## config.mk

```make
export PLATFORM = sky130hd
export DESIGN_NAME = c3c_conv
export DESIGN_NICKNAME = d
export VERILOG_FILES = /design/src/sv/c3c_pkg.sv /design/src/sv/c3c_conv.sv
export SDC_FILE = /design/constraint.sdc
export NUM_CORES = 1
export LEC_CHECK = 0
export BUFFER_PORTS_ARGS = -buffer_cell sky130_fd_sc_hd__buf_2
export CAP_MARGIN = 20
export CORE_ASPECT_RATIO = 0.75
export CORE_MARGIN = 5
export CORE_UTILIZATION = 31
export DETAILED_ROUTE_END_ITERATION = 8
export GPL_ROUTABILITY_DRIVEN = 0
export PLACE_DENSITY_LB_ADDON = 0.25
export SLEW_MARGIN = 20
export SYNTH_ARGS = -nofsm -noshare
export SYNTH_HDL_FRONTEND = slang
export SYNTH_SLANG_ARGS = --single-unit
```

## constraint.sdc

```tcl
create_clock -name vclk -period 19.2
set_input_delay 0.96 -clock vclk [all_inputs]
set_output_delay 0.96 -clock vclk [all_outputs]
set_load 0.005 [all_outputs]
```

## src/sv/c3c_pkg.sv

```systemverilog
`timescale 1ns / 1ps
`default_nettype none
// Shared types and constants for the clamped 3x3 convolution block.
// No dependencies; every other file in sv/ imports this package.
package c3c_pkg;

    typedef logic signed [5:0]  pix_t;
    typedef logic [9:0]         coord_t;
    typedef logic signed [3:0]  coef_t;
    typedef logic signed [9:0]  prod_t;
    typedef logic signed [11:0] sum_t;

    // 3x3 window: row 0 is two rows up, column 2 is the newest column
    typedef pix_t win_t [3][3];

    // One line store entry: two rows up and one row up at the same column
    typedef struct packed {
        pix_t upper;
        pix_t lower;
    } ls_t;

    // One result word
    typedef struct packed {
        pix_t   filtered;
        coord_t out_row;
        coord_t out_col;
        logic   run_last;
        logic   frame_done;
    } res_t;

    localparam int NUM_CAND = 4;

    // Control that travels with a set of candidate results
    typedef struct packed {
        logic [NUM_CAND-1:0] vld;
        logic                frame_end;
    } load_ctl_t;

    localparam int CFG_W = 11;
    typedef logic [1:0] reg_idx_t;
    localparam reg_idx_t REG_KERNEL_MODE  = 2'd0;
    localparam reg_idx_t REG_FRAME_WIDTH  = 2'd1;
    localparam reg_idx_t REG_FRAME_HEIGHT = 2'd2;

    localparam logic MODE_SOBEL   = 1'b0;
    localparam logic MODE_SHARPEN = 1'b1;

    localparam logic [CFG_W-1:0] FRAME_SIZE_RST = 11'd1024;

    localparam coef_t KERN [2][3][3] = '{
        '{'{-4'sd1, 4'sd0, 4'sd1}, '{-4'sd2, 4'sd0, 4'sd2}, '{-4'sd1, 4'sd0, 4'sd1}},
        '{'{4'sd1, -4'sd2, 4'sd1}, '{-4'sd2, 4'sd5, 4'sd2}, '{4'sd1, -4'sd2, 4'sd1}}
    };

    localparam sum_t CLAMP_HI = 12'sd20;
    localparam sum_t CLAMP_LO = -12'sd20;

endpackage
`default_nettype wire

```

## src/sv/c3c_conv.sv

```systemverilog
`timescale 1ns / 1ps
`default_nettype none
// One clamped 3x3 convolution over a shifted view of the window.
// Depends on c3c_pkg for kernel tables, window type and clamp bounds.
module c3c_conv (
    input  wire logic         mode,
    input  wire logic         rs,
    input  wire logic         cs,
    input  wire c3c_pkg::win_t win,
    output c3c_pkg::pix_t     result
);
    import c3c_pkg::*;

    logic [1:0] ri;
    logic [1:0] cj;
    prod_t      prod;
    sum_t       sum;

    always_comb
    begin
        sum  = '0;
        ri   = '0;
        cj   = '0;
        prod = '0;
        for (int i = 0; i < 3; i++)
        begin
            for (int j = 0; j < 3; j++)
            begin
                ri = 2'(i) + {1'b0, rs};
                cj = 2'(j) + {1'b0, cs};
                // cells shifted past the window edge count as zero
                if ((ri <= 2'd2) && (cj <= 2'd2))
                begin
                    prod = KERN[mode][i][j] * win[ri][cj];
                    sum  = sum + 12'(prod);
                end
            end
        end
        if (sum > CLAMP_HI)
        begin
            result = 6'(CLAMP_HI);
        end
        else if (sum < CLAMP_LO)
        begin
            result = 6'(CLAMP_LO);
        end
        else
        begin
            result = sum[5:0];
        end
    end

endmodule
`default_nettype wire

```

==> summary.txt <==
Timing
  – Post-layout min period: 18.70 ns
  – Final Cycle Share: 97.4%
  – Final Hold Viols: 0
  – Peak Freq: 53.5 MHz
  – Worst-case hold slack: 2.72 ns
  – Worst slew pin tran: 0.974 ns
  – # setup viols final: 0
  – Total negative slack: 0 ns
  – Slew HR: 34.7%
  – Fin. max-slew vios: 0

Route
  – Vias: 7483
  – Via density: 4.96
  – Post-route ant nets: 0
  – Drt pass-1 iters: 5
  – 1st-iter DRT viols: 395
  – Drt total wl: 25100 µm
  – Drt wl/cell: 16.7 µm
  – DRC: 0

Finish
  – Clkbuf count: 0
  – Layout cells sized above 1: 23.4%
  – Area of the multi-input gates: 8270 µm²
  – # fillers: 2721
  – P&R area growth vs syn: 21.3%
  – Register area: 0 µm²
  – Non-filler cells, final: 1509
  – Fin util: 38.2%
  – Nets: 1481
  – Ant. Diodes: 0
  – Seq cells: 0

Setup path
  – Buf/Inv on CP: 11
  – CP max stage cell: fa_1
  – CP delay by family, top: adder cells
  – CP Capture Type: output port
  – Crit Path Max Fanout: 5
  – Crit path DAT: 17.74 ns
  – Critical Path RT: 18.24 ns
  – Max incr delay on CP: 0.59 ns
  – Critical path launch point type: input pin
  – Critical Path Most Common Cell: fa_1
  – Crit Path Category: in -> out

Global routing
  – Gr usage total: 15.2%
  – Vias in the first global route: 6810
  – Initial antenna violation count: 0
  – Grt ovf: 0
  – First-pass GRT wire length: 38500 µm
  – Largest net degree at the start of global routing: 47

Floorplanning
  – Core Region: 27000 µm²
  – Chip width: 201 µm
  – Top Ports: 63
  – Die Ht: 153 µm
  – Cell Rows: 52
  – Die ar.: 30900 µm²
  – Initial Utilization: 31.5%

Clock tree
  – Post-CTS Hold Fix Bufs: 0

Worst hold path
  – Hold Path Class: in -> out
  – Hold path depth: 5
  – Hold Path Sink: result[0]
  – Hold_sp: win[0]

Placed design
  – Port Buffers: 63
  – Placed instance count: 1498
  – DP Wirelength: 21400 µm

Synth
  – Distinct cells, synth: 67
  – Synth Instances: 1041
  – Seq/Total Area, Yosys: 0%
  – Mapped Avg Cell Area: 8.17 µm²
  – Netlist Area Pre-Place: 8500 µm²
  – Yosys warning count: 0
  – Syn Nets: 1362

Run
  – Maxcap violations: 0

Outcome
  – Outcome: finished clean
-- tightest hold or removal path: cells and delay by family --
| family | cells | cell delay [ns] |
|---|---|---|
| adder cells (fa/ha/maj) | 1 | 0.18 |
| buffers and inverters | 2 | 0.30 |
| AND/OR/NAND/NOR | 2 | 0.31 |
-- stage by stage --
stage / cell area [µm²] / worst slack, ns
2_1_floorplan: 8520 / 0.0212
3_3_place_gp: 9710 / -0.124
3_5_place_dp: 9710 / -0.427
4_1_cts: 9850 / 0.00831
5_1_grt: 10300 / -0.222
6_report: 10300 / 0.496
-- layout make-up --
cell class	instances	share of cell area (%)
Multi-Input combinational cell	847	80.3
Tap cell	351	4.26
Timing Repair Buffer	148	9.54
Inverter	163	5.94
-- how the worst max path moves through the flow --
stage	start	endpoint	depth (start not counted)
after floorplan	rs	result[0]	71
after global placement	rs	result[0]	67
after detailed placement	rs	result[0]	74
after CTS	rs	result[0]	74
after global routing	rs	result[0]	70
final	rs	result[0]	69
-- what timing repair did --
action | in CTS | in global routing
setup buffers | 3 | 8
gates resized for setup | 21 | 83
gates cloned | 0 | 0
pin swaps | 9 | 37
setup endpoints to repair | 6 | 6
-- logic make-up (layout without fill, tap and decap cells) --
group / Yosys count / count (layout) / share of synthesized area, %
AO/OA/AOI/OAI: 220 / 220 / 16.8
XOR/XNOR: 70 / 70 / 7.30
adder cells (fa/ha/maj): 264 / 264 / 45.7
buffers and inverters: 194 / 311 / 8.67
multiplexers: 70 / 70 / 8.89
AND/OR/NAND/NOR: 223 / 223 / 12.6
-- cells in the final DEF, fill, tap and decap left out, types with 9 or more instances in the layout --
| cell | n |
|---|---|
| a211oi_1 | 11 |
| a21o_1 | 25 |
| a21oi_1 | 45 |
| buf_2 | 61 |
| buf_4 | 85 |
| fa_1 | 76 |
| ha_1 | 167 |
| ha_4 | 16 |
| inv_1 | 159 |
| mux2_2 | 26 |
| mux2i_1 | 37 |
| nand2_1 | 69 |
| nand2b_1 | 12 |
| nor2_1 | 48 |
| nor2_2 | 9 |
| nor3_1 | 15 |
| o21a_1 | 15 |
| o21ai_0 | 30 |
| o21ai_1 | 23 |
| or2_2 | 11 |
| xnor2_1 | 40 |
| xor2_1 | 21 |
-- Yosys cell counts, types with 4 or more instances --
| cell | number | area, µm² |
|---|---|---|
| a2111oi_0 | 4 | 35.0 |
| a211oi_1 | 13 | 97.6 |
| a21boi_0 | 7 | 52.6 |
| a21o_1 | 25 | 188 |
| a21oi_1 | 54 | 270 |
| a31oi_1 | 5 | 31.3 |
| and2_1 | 8 | 50.1 |
| and3_1 | 5 | 31.3 |
| buf_1 | 7 | 26.3 |
| clkbuf_1 | 22 | 82.6 |
| fa_1 | 78 | 1560 |
| ha_1 | 186 | 2330 |
| inv_1 | 161 | 604 |
| mux2_2 | 27 | 304 |
| mux2i_1 | 38 | 380 |
| nand2_1 | 71 | 267 |
| nand2b_1 | 12 | 75.1 |
| nand3_1 | 6 | 30.0 |
| nor2_1 | 59 | 221 |
| nor2b_1 | 10 | 62.6 |
| nor3_1 | 17 | 85.1 |
| nor4_1 | 4 | 25.0 |
| o211ai_1 | 4 | 30.0 |
| o21a_1 | 15 | 113 |
| o21ai_0 | 45 | 225 |
| o21ai_1 | 12 | 60.1 |
| o21bai_1 | 7 | 52.6 |
| o31ai_1 | 4 | 30.0 |
| or2_2 | 12 | 75.1 |
| or3_1 | 6 | 37.5 |
| xnor2_1 | 44 | 385 |
| xor2_1 | 25 | 219 |
-- per-layer routing --
layer	GRT usage, %	vias up	part of all wire (%)
li1	-	3812	-
met1	26.0	3539	56
met2	21.6	126	40
met3	1.12	6	3.9
met4	0.260	0	0.28
met5	0	-	0
Power is left out: the tool's default activity adds up to more than one toggle a clock period on the data nets, which glitch-free logic cannot reach.
