File: src/sv/c3c_pkg.sv
`timescale 1ns / 1ps
`default_nettype none
// Shared types and constants for the clamped 3x3 convolution block.
// No dependencies; every other file in sv/ imports this package.
package c3c_pkg;

    typedef logic signed [5:0]  pix_t;
    typedef logic [9:0]         coord_t;
    typedef logic signed [3:0]  coef_t;
    typedef logic signed [9:0]  prod_t;
    typedef logic signed [11:0] sum_t;

    // 3x3 window: row 0 is two rows up, column 2 is the newest column
    typedef pix_t win_t [3][3];

    // One line store entry: two rows up and one row up at the same column
    typedef struct packed {
        pix_t upper;
        pix_t lower;
    } ls_t;

    // One result word
    typedef struct packed {
        pix_t   filtered;
        coord_t out_row;
        coord_t out_col;
        logic   run_last;
        logic   frame_done;
    } res_t;

    localparam int NUM_CAND = 4;

    // Control that travels with a set of candidate results
    typedef struct packed {
        logic [NUM_CAND-1:0] vld;
        logic                frame_end;
    } load_ctl_t;

    localparam int CFG_W = 11;
    typedef logic [1:0] reg_idx_t;
    localparam reg_idx_t REG_KERNEL_MODE  = 2'd0;
    localparam reg_idx_t REG_FRAME_WIDTH  = 2'd1;
    localparam reg_idx_t REG_FRAME_HEIGHT = 2'd2;

    localparam logic MODE_SOBEL   = 1'b0;
    localparam logic MODE_SHARPEN = 1'b1;

    localparam logic [CFG_W-1:0] FRAME_SIZE_RST = 11'd1024;

    localparam coef_t KERN [2][3][3] = '{
        '{'{-4'sd1, 4'sd0, 4'sd1}, '{-4'sd2, 4'sd0, 4'sd2}, '{-4'sd1, 4'sd0, 4'sd1}},
        '{'{4'sd1, -4'sd2, 4'sd1}, '{-4'sd2, 4'sd5, 4'sd2}, '{4'sd1, -4'sd2, 4'sd1}}
    };

    localparam sum_t CLAMP_HI = 12'sd20;
    localparam sum_t CLAMP_LO = -12'sd20;

endpackage
`default_nettype wire

File: src/sv/c3c_out_buf.sv
`timescale 1ns / 1ps
`default_nettype none
// Result buffer: packs up to four results, drains one per cycle unless stalled.
// Depends on c3c_pkg for the result word and load control types.
module c3c_out_buf (
    input  wire logic              clk,
    input  wire logic              rst_n,
    input  wire logic              load_vld,
    input  wire c3c_pkg::load_ctl_t load_ctl,
    input  wire c3c_pkg::res_t     cand [c3c_pkg::NUM_CAND],
    output logic                   load_rdy,
    output logic                   out_vld,
    input  wire logic              out_stall,
    output c3c_pkg::res_t          head
);
    import c3c_pkg::*;

    res_t       ent_reg  [NUM_CAND];
    res_t       ent_next [NUM_CAND];
    res_t       cmp      [NUM_CAND];
    logic [2:0] cnt_reg;
    logic [2:0] cnt_next;
    logic [2:0] k;
    logic       take;

    assign out_vld  = (cnt_reg != 3'd0);
    assign take     = out_vld && !out_stall;
    assign load_rdy = (cnt_reg == 3'd0) || ((cnt_reg == 3'd1) && take);
    assign head     = ent_reg[0];

    // pack the valid candidates in order, flag the last one
    always_comb
    begin
        k = 3'd0;
        for (int s = 0; s < NUM_CAND; s++)
        begin
            cmp[s] = '0;
        end
        for (int s = 0; s < NUM_CAND; s++)
        begin
            if (load_ctl.vld[s])
            begin
                cmp[k[1:0]] = cand[s];
                k = k + 3'd1;
            end
        end
        if (k != 3'd0)
        begin
            cmp[2'(k - 3'd1)].run_last   = 1'b1;
            cmp[2'(k - 3'd1)].frame_done = load_ctl.frame_end;
        end
    end

    always_comb
    begin
        cnt_next = cnt_reg;
        for (int s = 0; s < NUM_CAND; s++)
        begin
            ent_next[s] = ent_reg[s];
        end
        if (load_vld && load_rdy)
        begin
            cnt_next = k;
            for (int s = 0; s < NUM_CAND; s++)
            begin
                ent_next[s] = cmp[s];
            end
        end
        else if (take)
        begin
            cnt_next = cnt_reg - 3'd1;
            for (int s = 0; s < NUM_CAND - 1; s++)
            begin
                ent_next[s] = ent_reg[s+1];
            end
        end
    end

    always_ff @(posedge clk or negedge rst_n)
    begin
        if (!rst_n)
        begin
            cnt_reg <= 3'd0;
        end
        else
        begin
            cnt_reg <= cnt_next;
        end
    end

    always_ff @(posedge clk)
    begin
        for (int s = 0; s < NUM_CAND; s++)
        begin
            ent_reg[s] <= ent_next[s];
        end
    end

endmodule
`default_nettype wire
File: config.mk
export PLATFORM = sky130hd
export DESIGN_NAME = c3c_out_buf
export DESIGN_NICKNAME = d
export VERILOG_FILES = /design/src/sv/c3c_pkg.sv /design/src/sv/c3c_out_buf.sv
export SDC_FILE = /design/constraint.sdc
export NUM_CORES = 1
export LEC_CHECK = 0
export ABC_AREA = 1
export BUFFER_PORTS_ARGS = -buffer_cell sky130_fd_sc_hd__buf_2
export CORE_ASPECT_RATIO = 0.7
export CORE_MARGIN = 2
export CORE_UTILIZATION = 60
export DETAILED_ROUTE_END_ITERATION = 6
export PLACE_DENSITY = 0.89
export SYNTH_ARGS = -nofsm -noshare
export SYNTH_HDL_FRONTEND = slang
export SYNTH_SLANG_ARGS = --single-unit
File: constraint.sdc
create_clock -name clk -period 7.5 [get_ports clk]
set_input_delay 0.75 -clock clk [delete_from_list [all_inputs] [get_ports clk]]
set_output_delay 0.75 -clock clk [all_outputs]
set_load 0.05 [all_outputs]
==> metrics.yaml <==
floorplanning:
  ios: 151
  rows: 33
  die_w_um: 133
  die_area_mm2: 0.0126
  start_util_pct: 60.7
  core_area_mm2: 0.0116
  die_h_um: 94.5
finish:
  drive_gt1_share_pct: 20.3
  nets: 1111
  diodes: 0
  largest_reg_flops: 112
  design_area_mm2: 0.00837
  area_growth_pct: 19.1
logic_synthesis:
  synth_top_cell_area_share_pct: 47.9
  yosysSeqAreaShare_pct: 49.0
  synthTopCellsByArea: "edfxtp_1 48%, nand2_1 15%, o21ai_0 7.2%"
  synth.avg_cell_area_um2: 8.05
  yosysTopAreaCell: "edfxtp_1"
  netlist_instances: 872
  syn_area_mm2: 0.00702
  synth_cell_types: 33
  ys_ff_latch: 115
  yosys_warnings: 0
  mappedNetlistNets: 1000
flow_run:
  maxCapViolCount: 0
global_routing:
  grt_first_pass_wirelength_mm: 31.7
  grt_max_degree: 89
  grt_pass1_vias: 6400
  antenna_found_initial: 0
  grt-ovfl-total: 0
  grt_usage_pct: 32.5
critical_path:
  path_common_cell: "nand2_1"
  arrival_ns: 5.14
  cp_cell_sequence: "buf_2, inv_1, ha_1, nand2_2, inv_1, nor2_2, nand3_2, nand3_2, nand2_1, nand2_1, nand3_1, nand2_1"
  crit_path_start: "load_ctl[1]"
  slowest_stage: "nand3_2"
  crit_path_end_kind: "flop"
  critPathRequiredTime_ns: 7.79
  cpPeakStageDelay_ns: 0.83
  start_kind: "input port"
  path_max_fanout: 59
  r2r_start: "cnt_reg[0]$_DFFE_PN0P_"
  crit_type: "input port to flop"
timing:
  hold_viol: 0
  skew_ns: 0.00739
  tightest_slew_ns: 1.09
  max_slew_margin_pct: 27.6
  grt_setup_unrepaired: "false"
  fin_crit_sh_pct: 64.7
  period_needed_ns: 4.85
  max_freq_ghz: 0.206
  slew_viol_final: 0
  setup_slack_ns: 2.65
  final.setup.tns_ns: 0
  setup_viol: 0
cts:
  clk_pin_slew_ns: 0.06
  cts_tree: "done"
  cts_root_buf: "clkbuf_16"
  htree_levels: 4
  cts_setup_buffers: 0
  cts_made_buffers: 17
  cts_buffer_depth: 2
  insertion_delay_ns: 0.43
  ctsHoldBuffers: 0
  post_cts_resized: 0
  clock-sinks: 115
power:
  fin_total_pwr_mw: 3.00
  swShare_pct: 37.5
  powerDensity_mw_per_mm2: 359
  vdd_drop_max_mv: 0.215
  p_int_mw: 1.88
  power.share.clock_pct: 29.6
  combPwrFrac_pct: 33.3
  power_switching_mw: 1.12
  p_seq_share_pct: 37.1
  leakage_nw: 3.85
route:
  firstDrtPassIters: 7
  route.vias.total: 7056
  drc: 0
  viasPerCell: 6.12
  wl_per_cell_um: 17.3
  postRouteAntennaNets: 0
  drt-total-wl_mm: 20.0
  drt_iter0_markers: 917
placed_design:
  io_buffers: 150
  place.gp.congestion: 0.926
  dp_hpwl_mm: 11.9
  dp_slack_ns: 2.37
  dpl_cell_area_mm2: 0.00773
hold_path:
  holdCritPathClass: "input port to async pin"
run_status:
  status: "completed"
==> final timing paths <==
path / endpoint / slack, ns / depth (start not counted)
worst max-delay path: ent_reg[1][0]$_DFFE_PP_ / 2.65 / 12
worst min-delay path: cnt_reg[2]$_DFFE_PN0P_ / 0.11 / 1
worst max register to register: ent_reg[0][3]$_DFFE_PP_ / 4.07 / 8
worst min register to register: ent_reg[0][17]$_DFFE_PP_ / 0.51 / 2
max in group asynchronous: cnt_reg[1]$_DFFE_PN0P_ / 7.29 / 1
min in group clk: ent_reg[0][17]$_DFFE_PP_ / 0.51 / 2
==> Yosys cell counts <==
cell,number
inv_1,42
a21oi_1,45
nand4_1,1
nand2_1,281
buf_4,1
a21boi_2,1
a31oi_1,11
nor2_2,2
o211ai_1,36
o21ai_0,101
dfrtp_1,3
a22oi_1,2
buf_1,7
nand3_1,88
ha_1,7
o21ai_1,18
or2_2,1
clkbuf_2,1
nand3_4,2
buf_2,17
a32o_1,2
nand2_2,1
buf_6,4
nand3_2,3
a22o_1,4
a21boi_0,4
o21ai_4,1
edfxtp_1,112
clkbuf_1,33
nor2_4,1
nor2_1,36
xor2_1,1
inv_2,3
==> routing by layer <==
metal  global-route usage [%]  vias up  wire [µm]
li1                         -     3258          -
met1                     43.3     3181       7640
met2                     49.9      543       9100
met3                     9.45       74       2560
met4                     14.8        0        670
met5                        0        -          0
==> power groups by stage <==
stage | registers (mW) | clock network [mW] | logic [mW]
floorplan | 1.39 | 0 | 0.466
global placement | 1.11 | 0 | 0.961
detailed placement | 1.12 | 0 | 0.978
CTS | 1.11 | 0.888 | 0.988
global route | 1.13 | 0.916 | 1.09
finish | 1.11 | 0.889 | 0.999
==> cells by family after synthesis <==
group | share of synthesized area (%)
and+or+nand+nor | 24.8
DFF | 49.0
xor gates and xnor gates | 0.125
buffers and inverters | 6.58
AOI/OAI and AO/OA | 18.3
adders and majority gates | 1.25
==> stage by stage <==
stage,util (%),hold slack (ns),instances
after floorplan,-,0.454,872
after global placement,66.8,0.498,1121
after detailed placement,66.8,0.501,1121
after CTS,72.4,0.105,1153
after global routing,72.4,0.102,1153
final,72.4,0.110,1153
==> layout by cell type, fill, tap and decap left out <==
| cell type | count |
|---|---|
| a21boi_0 | 4 |
| a21boi_4 | 1 |
| a21oi_1 | 45 |
| a22o_1 | 4 |
| a22oi_1 | 2 |
| a31oi_1 | 11 |
| a32o_1 | 2 |
| buf_2 | 150 |
| buf_4 | 5 |
| bufinv_16 | 5 |
| clkbuf_16 | 17 |
| clkinv_1 | 2 |
| clkinv_2 | 5 |
| clkinv_4 | 3 |
| clkinvlp_4 | 2 |
| dfrtp_1 | 3 |
| edfxtp_1 | 112 |
| ha_1 | 7 |
| inv_1 | 41 |
| inv_2 | 2 |
| nand2_1 | 281 |
| nand2_2 | 1 |
| nand3_1 | 88 |
| nand3_2 | 3 |
| nand3_4 | 2 |
| nand4_1 | 1 |
| nor2_1 | 35 |
| nor2_2 | 3 |
| nor2_4 | 1 |
| o211ai_1 | 36 |
| o21ai_0 | 101 |
| o21ai_1 | 18 |
| o21ai_4 | 1 |
| or2_2 | 1 |
| xor2_1 | 1 |
==> critical path, delay by kind of cell <==
kind,cells,cell delay [ns]
simple gates,8,2.63
buf+inv,3,1.33
fa+ha+maj,1,0.40
==> area by class of cell <==
| cell class | count | area, µm² |
|---|---|---|
| clock buffer | 17 | 425 |
| clock inverter | 15 | 214 |
| fill | 865 | 3200 |
| inverter | 45 | 171 |
| multi-input combinational | 649 | 3130 |
| sequential | 115 | 3440 |
| tap | 157 | 196 |
| timing repair buffer | 155 | 788 |
No activity file was read; power rests on OpenSTA's default activity.
